--- config.mk ---
export PLATFORM = sky130hd
export DESIGN_NAME = alarm_clock_controller
export DESIGN_NICKNAME = d
export VERILOG_FILES = /design/src/rtl/acc_pkg.sv /design/src/rtl/alarm_clock_controller.sv
export SDC_FILE = /design/constraint.sdc
export NUM_CORES = 1
export LEC_CHECK = 0
export ABC_AREA = 1
export BUFFER_PORTS_ARGS = -buffer_cell sky130_fd_sc_hd__clkbuf_2
export CAP_MARGIN = 20
export CORE_MARGIN = 1
export CORE_UTILIZATION = 30
export CTS_CLUSTER_SIZE = 40
export DETAILED_ROUTE_END_ITERATION = 8
export SLEW_MARGIN = 10
export SYNTH_ARGS = -nofsm -noshare
export SYNTH_HDL_FRONTEND = slang
export SYNTH_SLANG_ARGS = --single-unit
--- constraint.sdc ---
create_clock -name clock -period 14.4 [get_ports clock]
set_input_delay 2.88 -clock clock [delete_from_list [all_inputs] [get_ports clock]]
set_output_delay 2.88 -clock clock [all_outputs]
set_load 0.02 [all_outputs]
--- src/rtl/acc_pkg.sv ---
// ----------------------------------------------------------------------------
// Alarm clock controller package
// Widths, reset values, register indexes and the counter saturation helper.
// ----------------------------------------------------------------------------
package acc_pkg;

   localparam int HOUR_W      = 5;
   localparam int MINUTE_W    = 6;
   localparam int SECOND_W    = 6;
   localparam int CFG_COUNT_W = 12;
   localparam int CSR_DATA_W  = 12;
   localparam int CSR_ADDR_W  = 3;

   // Width of the ring and snooze counters
   localparam int COUNT_BITS  = 12;

   localparam logic [SECOND_W-1:0] SECONDS_PER_MIN = SECOND_W'(60);
   localparam logic [MINUTE_W-1:0] MINUTES_PER_HR  = MINUTE_W'(60);
   localparam logic [HOUR_W-1:0]   HOURS_PER_DAY   = HOUR_W'(24);

   localparam logic [HOUR_W-1:0]      WAKE_HOUR_RST   = HOUR_W'(0);
   localparam logic [MINUTE_W-1:0]    WAKE_MINUTE_RST = MINUTE_W'(0);
   localparam logic [SECOND_W-1:0]    WAKE_SECOND_RST = SECOND_W'(3);
   localparam logic [CFG_COUNT_W-1:0] AUTO_MUTE_RST   = CFG_COUNT_W'(20);
   localparam logic [CFG_COUNT_W-1:0] SNOOZE_RST      = CFG_COUNT_W'(300);

   typedef logic [COUNT_BITS-1:0] count_type;

   typedef enum logic [CSR_ADDR_W-1:0] {
      CSR_WAKE_HOUR   = 3'd0,
      CSR_WAKE_MINUTE = 3'd1,
      CSR_WAKE_SECOND = 3'd2,
      CSR_AUTO_MUTE   = 3'd3,
      CSR_SNOOZE      = 3'd4
   } csr_addr_type;

   // Clamp a register value to the counter range
   function automatic count_type sat_count(input logic [CFG_COUNT_W-1:0] value);
      logic [31:0] wide;
      logic [31:0] limit;
      wide  = 32'(value);
      limit = (32'd1 << COUNT_BITS) - 32'd1;
      if (wide > limit) begin
         return '1;
      end
      return COUNT_BITS'(wide);
   endfunction

endpackage

--- src/rtl/alarm_clock_controller.sv ---
// ----------------------------------------------------------------------------
// Alarm clock controller
// One-second-tick time of day with wake alarm, snooze, mute and auto-mute.
// ----------------------------------------------------------------------------
// Usage:
//   Each transfer on the req_ channel is one tick carrying the sampled
//   active-low snooze, mute and enable buttons. Each tick yields exactly
//   one transfer on the rsp_ channel with the new time of day and the
//   enabled, ringing and snoozed flags.
//   The result is registered: a tick's result appears in the cycle after
//   it is taken. Throughput is one tick per cycle while the receiver takes
//   results; the whole tick update is one pass of increment and compare
//   logic into the state and result registers.
//   When the receiver stalls, the result register holds its contents and
//   req_ready stays high only while that register is empty or being taken,
//   so a tick is accepted in the same cycle a waiting result leaves.
//   Reset clears the time to 00:00:00, arms the alarm, stops any ringing
//   or snooze, and loads the wake time 00:00:03, auto-mute after 20 ticks
//   and a snooze of 300 ticks. The user must make csr_ writes only while
//   the block is idle; the block itself does not enforce this.
// ----------------------------------------------------------------------------
module alarm_clock_controller (
   input  logic                              clock,
   input  logic                              reset,
   input  logic                              csr_we,
   input  logic [acc_pkg::CSR_ADDR_W-1:0]    csr_addr,
   input  logic [acc_pkg::CSR_DATA_W-1:0]    csr_wdata,
   input  logic                              req_valid,
   output logic                              req_ready,
   input  logic                              req_snooze_button,
   input  logic                              req_mute_button,
   input  logic                              req_enable_button,
   output logic                              rsp_valid,
   input  logic                              rsp_ready,
   output logic [acc_pkg::HOUR_W-1:0]        rsp_hour_now,
   output logic [acc_pkg::MINUTE_W-1:0]      rsp_minute_now,
   output logic [acc_pkg::SECOND_W-1:0]      rsp_second_now,
   output logic                              rsp_is_enabled,
   output logic                              rsp_is_ringing,
   output logic                              rsp_is_snoozed
);
   import acc_pkg::*;

   // Configuration
   logic [HOUR_W-1:0]      wake_hour_ff;
   logic [MINUTE_W-1:0]    wake_minute_ff;
   logic [SECOND_W-1:0]    wake_second_ff;
   logic [CFG_COUNT_W-1:0] auto_mute_ff;
   logic [CFG_COUNT_W-1:0] snooze_ticks_ff;

   // Clock state
   logic [HOUR_W-1:0]   hours_ff, hours_in;
   logic [MINUTE_W-1:0] minutes_ff, minutes_in;
   logic [SECOND_W-1:0] seconds_ff, seconds_in;
   logic                armed_ff, armed_in;
   logic                ringing_ff, ringing_in;
   logic                snoozing_ff, snoozing_in;
   count_type           ring_count_ff, ring_count_in;
   count_type           snooze_left_ff, snooze_left_in;
   logic                prev_snooze_ff, prev_mute_ff, prev_enable_ff;

   logic                rsp_valid_ff;
   logic                take;

   assign req_ready = !rsp_valid_ff || rsp_ready;
   assign take      = req_valid && req_ready;
   assign rsp_valid = rsp_valid_ff;

   always_ff @(posedge clock) begin
      if (reset) begin
         wake_hour_ff    <= WAKE_HOUR_RST;
         wake_minute_ff  <= WAKE_MINUTE_RST;
         wake_second_ff  <= WAKE_SECOND_RST;
         auto_mute_ff    <= AUTO_MUTE_RST;
         snooze_ticks_ff <= SNOOZE_RST;
      end else if (csr_we) begin
         unique case (csr_addr)
            CSR_WAKE_HOUR:   wake_hour_ff    <= csr_wdata[HOUR_W-1:0];
            CSR_WAKE_MINUTE: wake_minute_ff  <= csr_wdata[MINUTE_W-1:0];
            CSR_WAKE_SECOND: wake_second_ff  <= csr_wdata[SECOND_W-1:0];
            CSR_AUTO_MUTE:   auto_mute_ff    <= csr_wdata[CFG_COUNT_W-1:0];
            CSR_SNOOZE:      snooze_ticks_ff <= csr_wdata[CFG_COUNT_W-1:0];
            default: ;
         endcase
      end
   end

   // One tick of the clock and alarm
   always_comb begin
      seconds_in     = seconds_ff + SECOND_W'(1);
      minutes_in     = minutes_ff;
      hours_in       = hours_ff;
      armed_in       = armed_ff;
      ringing_in     = ringing_ff;
      snoozing_in    = snoozing_ff;
      ring_count_in  = ring_count_ff;
      snooze_left_in = snooze_left_ff;

      // advance the time of day, wrap at midnight
      if (seconds_in >= SECONDS_PER_MIN) begin
         seconds_in = '0;
         minutes_in = minutes_ff + MINUTE_W'(1);
      end
      if (minutes_in >= MINUTES_PER_HR) begin
         minutes_in = '0;
         hours_in   = hours_ff + HOUR_W'(1);
      end
      if (hours_in >= HOURS_PER_DAY) begin
         hours_in = '0;
      end

      // button presses act on the falling edge only
      if (!req_snooze_button && prev_snooze_ff && ringing_in) begin
         ringing_in     = 1'b0;
         snoozing_in    = 1'b1;
         snooze_left_in = sat_count(snooze_ticks_ff);
         ring_count_in  = '0;
      end
      if (!req_mute_button && prev_mute_ff && (ringing_in || snoozing_in)) begin
         ringing_in     = 1'b0;
         snoozing_in    = 1'b0;
         ring_count_in  = '0;
         snooze_left_in = '0;
      end
      if (!req_enable_button && prev_enable_ff) begin
         armed_in = !armed_in;
         if (!armed_in) begin
            ringing_in     = 1'b0;
            snoozing_in    = 1'b0;
            ring_count_in  = '0;
            snooze_left_in = '0;
         end
      end

      if (armed_in && !ringing_in && !snoozing_in && hours_in == wake_hour_ff &&
          minutes_in == wake_minute_ff && seconds_in == wake_second_ff) begin
         ringing_in    = 1'b1;
         ring_count_in = '0;
      end

      // snooze expiry rings again
      if (snoozing_in) begin
         if (snooze_left_in <= count_type'(1)) begin
            snooze_left_in = '0;
            snoozing_in    = 1'b0;
            ringing_in     = 1'b1;
            ring_count_in  = '0;
         end else begin
            snooze_left_in = snooze_left_in - count_type'(1);
         end
      end

      if (ringing_in) begin
         ring_count_in = ring_count_in + count_type'(1);
         if (ring_count_in >= sat_count(auto_mute_ff)) begin
            ringing_in    = 1'b0;
            ring_count_in = '0;
         end
      end
   end

   always_ff @(posedge clock) begin
      if (reset) begin
         hours_ff       <= '0;
         minutes_ff     <= '0;
         seconds_ff     <= '0;
         armed_ff       <= 1'b1;
         ringing_ff     <= 1'b0;
         snoozing_ff    <= 1'b0;
         ring_count_ff  <= '0;
         snooze_left_ff <= '0;
         prev_snooze_ff <= 1'b1;
         prev_mute_ff   <= 1'b1;
         prev_enable_ff <= 1'b1;
      end else if (take) begin
         hours_ff       <= hours_in;
         minutes_ff     <= minutes_in;
         seconds_ff     <= seconds_in;
         armed_ff       <= armed_in;
         ringing_ff     <= ringing_in;
         snoozing_ff    <= snoozing_in;
         ring_count_ff  <= ring_count_in;
         snooze_left_ff <= snooze_left_in;
         prev_snooze_ff <= req_snooze_button;
         prev_mute_ff   <= req_mute_button;
         prev_enable_ff <= req_enable_button;
      end
   end

   // Result register: hold while stalled
   always_ff @(posedge clock) begin
      if (reset) begin
         rsp_valid_ff <= 1'b0;
      end else if (req_ready) begin
         rsp_valid_ff <= req_valid;
      end
   end

   always_ff @(posedge clock) begin
      if (take) begin
         rsp_hour_now   <= hours_in;
         rsp_minute_now <= minutes_in;
         rsp_second_now <= seconds_in;
         rsp_is_enabled <= armed_in;
         rsp_is_ringing <= ringing_in;
         rsp_is_snoozed <= snoozing_in;
      end
   end

`ifndef ASSERT_OFF
   a_ring_snooze_excl : assert property (@(posedge clock) disable iff (reset)
      !(ringing_ff && snoozing_ff))
      else $error("ringing and snoozed at once");

   a_disarmed_quiet : assert property (@(posedge clock) disable iff (reset)
      !armed_ff |-> (!ringing_ff && !snoozing_ff))
      else $error("alarm active while disarmed");

   a_ring_count_idle : assert property (@(posedge clock) disable iff (reset)
      !ringing_ff |-> (ring_count_ff == '0))
      else $error("ring counter left running");

   a_transfer_result : assert property (@(posedge clock) disable iff (reset)
      take |=> rsp_valid)
      else $error("accepted tick gave no result");
`endif

endmodule

==> results_dict.tcl <==
set metrics [dict create \
    run_status "finished clean" \
    post_cts_buffers 0 \
    yosys.cell_count.top_type "nand2_1" \
    hold_buffers 0 \
    cts_tree "done" \
    synthDistinctLibCells 44 \
    post-route-period-util_pct 54.8 \
    route.met2.wl_um 6590 \
    yosys.area.top_type_share_pct 29.4 \
    rsz0062_at_grt "false" \
    numCtsBuffers 9 \
    gp_congestion 0.863 \
    synth_edf_count 20 \
    grt_pass1_vias 4654 \
    synth_seq_cells 109 \
    clock_latency_ns 0.36 \
    synth_area_leaders "dfxtp_1 (29%), edfxtp_1 (9.9%), nand2_1 (9.7%), o21ai_0 (7.3%), nor2_1 (7.2%)" \
    pwr-share-seq_pct 48.8 \
    slew_headroom_pct 44.3 \
    syn-cell-area_um2 6060 \
    total_power_mw 0.694 \
    wl_met1_um 6970 \
    dp_hpwl_um 10300 \
    routed_wl_um 14200 \
    die_y_um 144 \
    highest_layer "met4" \
    p_leak_nw 3.08 \
    port_buffers 44 \
    syn_area_per_cell_um2 7.19 \
    cts-root-buf "clkbuf_16" \
    intPower_mw 0.490 \
    layout_setup_ws_ns 6.51 \
    n_antenna_cell 0 \
    initialDrtViolationCount 277 \
    ys_seq_area_share_pct 39.3 \
    post-route-min-period_ns 7.89 \
    yosys.area.top_type "dfxtp_1" \
    hold_class "reg -> reg" \
    setup_viol 0 \
    cts_max_path_buffers 2 \
    combPwrFrac_pct 16.2 \
    grt_pass1_wl_um 23400 \
    ios 45 \
    grt_overflow 0 \
    core_area_um2 19700 \
    htreeDepth 3 \
    ir_drop_v 0.0000556 \
    async_flop_share_pct 0 \
    pre_cts_ws_ns 6.10 \
    fmax_ghz 0.127 \
    worstSetupEndpointType "flip-flop" \
    synth_fp_nets 884 \
    nets 913 \
    clk_pin_slew_worst_paths_ns 0.07 \
    cp-start-kind "primary input" \
    slew_violations 0 \
    p_switching_mw 0.204 \
    fin_tns_setup_ns 0 \
    cts.sinks 109 \
    cts_resized 0 \
    grt_usage_pct 14.5 \
    p_clk_share_pct 35.0 \
    clock-skew-final_ns 0.00825 \
    dr_total_vias 5236 \
    synthFlopType "dfxtp_1" \
    swShare_pct 29.3 \
    viasPerCell 4.58 \
    regArea_um2 2380 \
    cp.required_ns 14.68 \
    num_rows 51 \
    area_delta_synth_final_pct 11.7 \
    synthCells 843 \
    drc_errors 0 \
    critPathMaxStageDelay_ns 0.41 \
    worstPathArrival_ns 8.18 \
    multiInputGateArea_um2 3120 \
    cp_slowest_cell "nand3_2" \
    ys_warn_count 0 \
    wl_met3_um 444 \
    worst_slew_pin_slew_ns 0.835 \
    grt_max_degree 83 \
    hold_violations 0 \
    maxCapViolations 0 \
    post_drt_wl_per_cell_um 12.4 \
    crit_fanout 24 \
    start_util_pct 30.8 \
    antenna_left 0 \
    dieArea_um2 20800 \
    die_w_um 144 \
    synth_common_cells "nand2_1 (156), nor2_1 (117), inv_1 (103)" \
    nFillCells 2154 \
    worstSetupPathType "in -> reg" \
    antenna_found_initial 0 \
    firstDrtPassIters 4 \
    drive_gt1_share_pct 13.1 \
    power.density_nw_per_um2 102 \
]
-- kinds of logic after synthesis --
kind of cell / synth area share [%]
simple gates: 28.9
fa+ha+maj: 3.72
compound gates: 15.4
xor+xnor: 3.43
buf+inv: 9.25
flops: 39.3
-- layer usage --
| layer | vias up | global-route usage, % |
|---|---|---|
| li1 | 2791 | - |
| met1 | 2363 | 19.1 |
| met2 | 71 | 24.0 |
| met3 | 11 | 3.01 |
| met4 | 0 | 3.77 |
| met5 | - | 0 |
-- worst max-delay path: cells and delay by family --
| kind | cells | cell delay (ns) |
|---|---|---|
| adders and majority gates | 2 | 0.58 |
| and+or+nand+nor | 14 | 2.55 |
| xor gates and xnor gates | 1 | 0.19 |
| AOI/OAI and AO/OA | 9 | 1.21 |
| buffers and inverters | 6 | 0.77 |
-- cell type report --
cell class	count	share of cell area [%]
flip-flops and latches	109	35.2
clock inverters	5	0.610
clock buffers	11	3.58
repair buffers	46	3.47
multi-input cells	594	46.0
well taps	265	4.90
inverters	112	6.21
-- power by group through the flow --
stage                     sequential (mW)  clock (mW)  combinational, mW
after global placement              0.346           0              0.112
after CTS                           0.339       0.253              0.114
final                               0.339       0.243              0.112
after global routing                0.341       0.263              0.128
after floorplan                     0.349           0             0.0786
after detailed placement            0.346           0              0.113
-- sequential cells by signal, summed over array words and instances (netlist names), 5 cells and up --
signal	flops
ring_count_ff	12
snooze_left_ff	12
wake_minute_ff	6
wake_hour_ff	5
wake_second_ff	6
minutes_ff	6
snooze_ticks_ff	12
seconds_ff	6
auto_mute_ff	12
rsp_hour_now	5
rsp_second_now	6
hours_ff	5
rsp_minute_now	6
-- per-stage QoR --
step | hold slack [ns] | std cells | util (%) | area, µm²
2_1_floorplan | 0.435 | 843 | - | 6060
3_3_place_gp | 0.460 | 1126 | 33.0 | 6490
3_5_place_dp | 0.457 | 1126 | 33.0 | 6490
4_1_cts | 0.469 | 1142 | 34.5 | 6770
5_1_grt | 0.493 | 1142 | 34.5 | 6770
6_report | 0.466 | 1142 | 34.5 | 6770
-- final timing paths --
path / to / slack [ns] / cells past startpoint / startpoint
hold reg to reg: snooze_left_ff[0]$_SDFFE_PP0P_ / 0.47 / 2 / snooze_left_ff[0]$_SDFFE_PP0P_
hold / removal: snooze_left_ff[0]$_SDFFE_PP0P_ / 0.47 / 2 / snooze_left_ff[0]$_SDFFE_PP0P_
setup / recovery: ring_count_ff[4]$_SDFFE_PP0P_ / 6.51 / 32 / req_snooze_button
setup reg to reg: ring_count_ff[4]$_SDFFE_PP0P_ / 8.81 / 30 / prev_snooze_ff$_SDFFE_PP1P_
-- layout by cell type, fill, tap and decap left out, drive strengths merged, types with 18 or more instances in the layout --
master	count
nand2	174
nor2	126
inv	115
o21ai	90
dfxtp	89
a21oi	55
clkbuf	55
nand3	49
edfxtp	20
ha	18
Power figures use the tool's default switching activity.
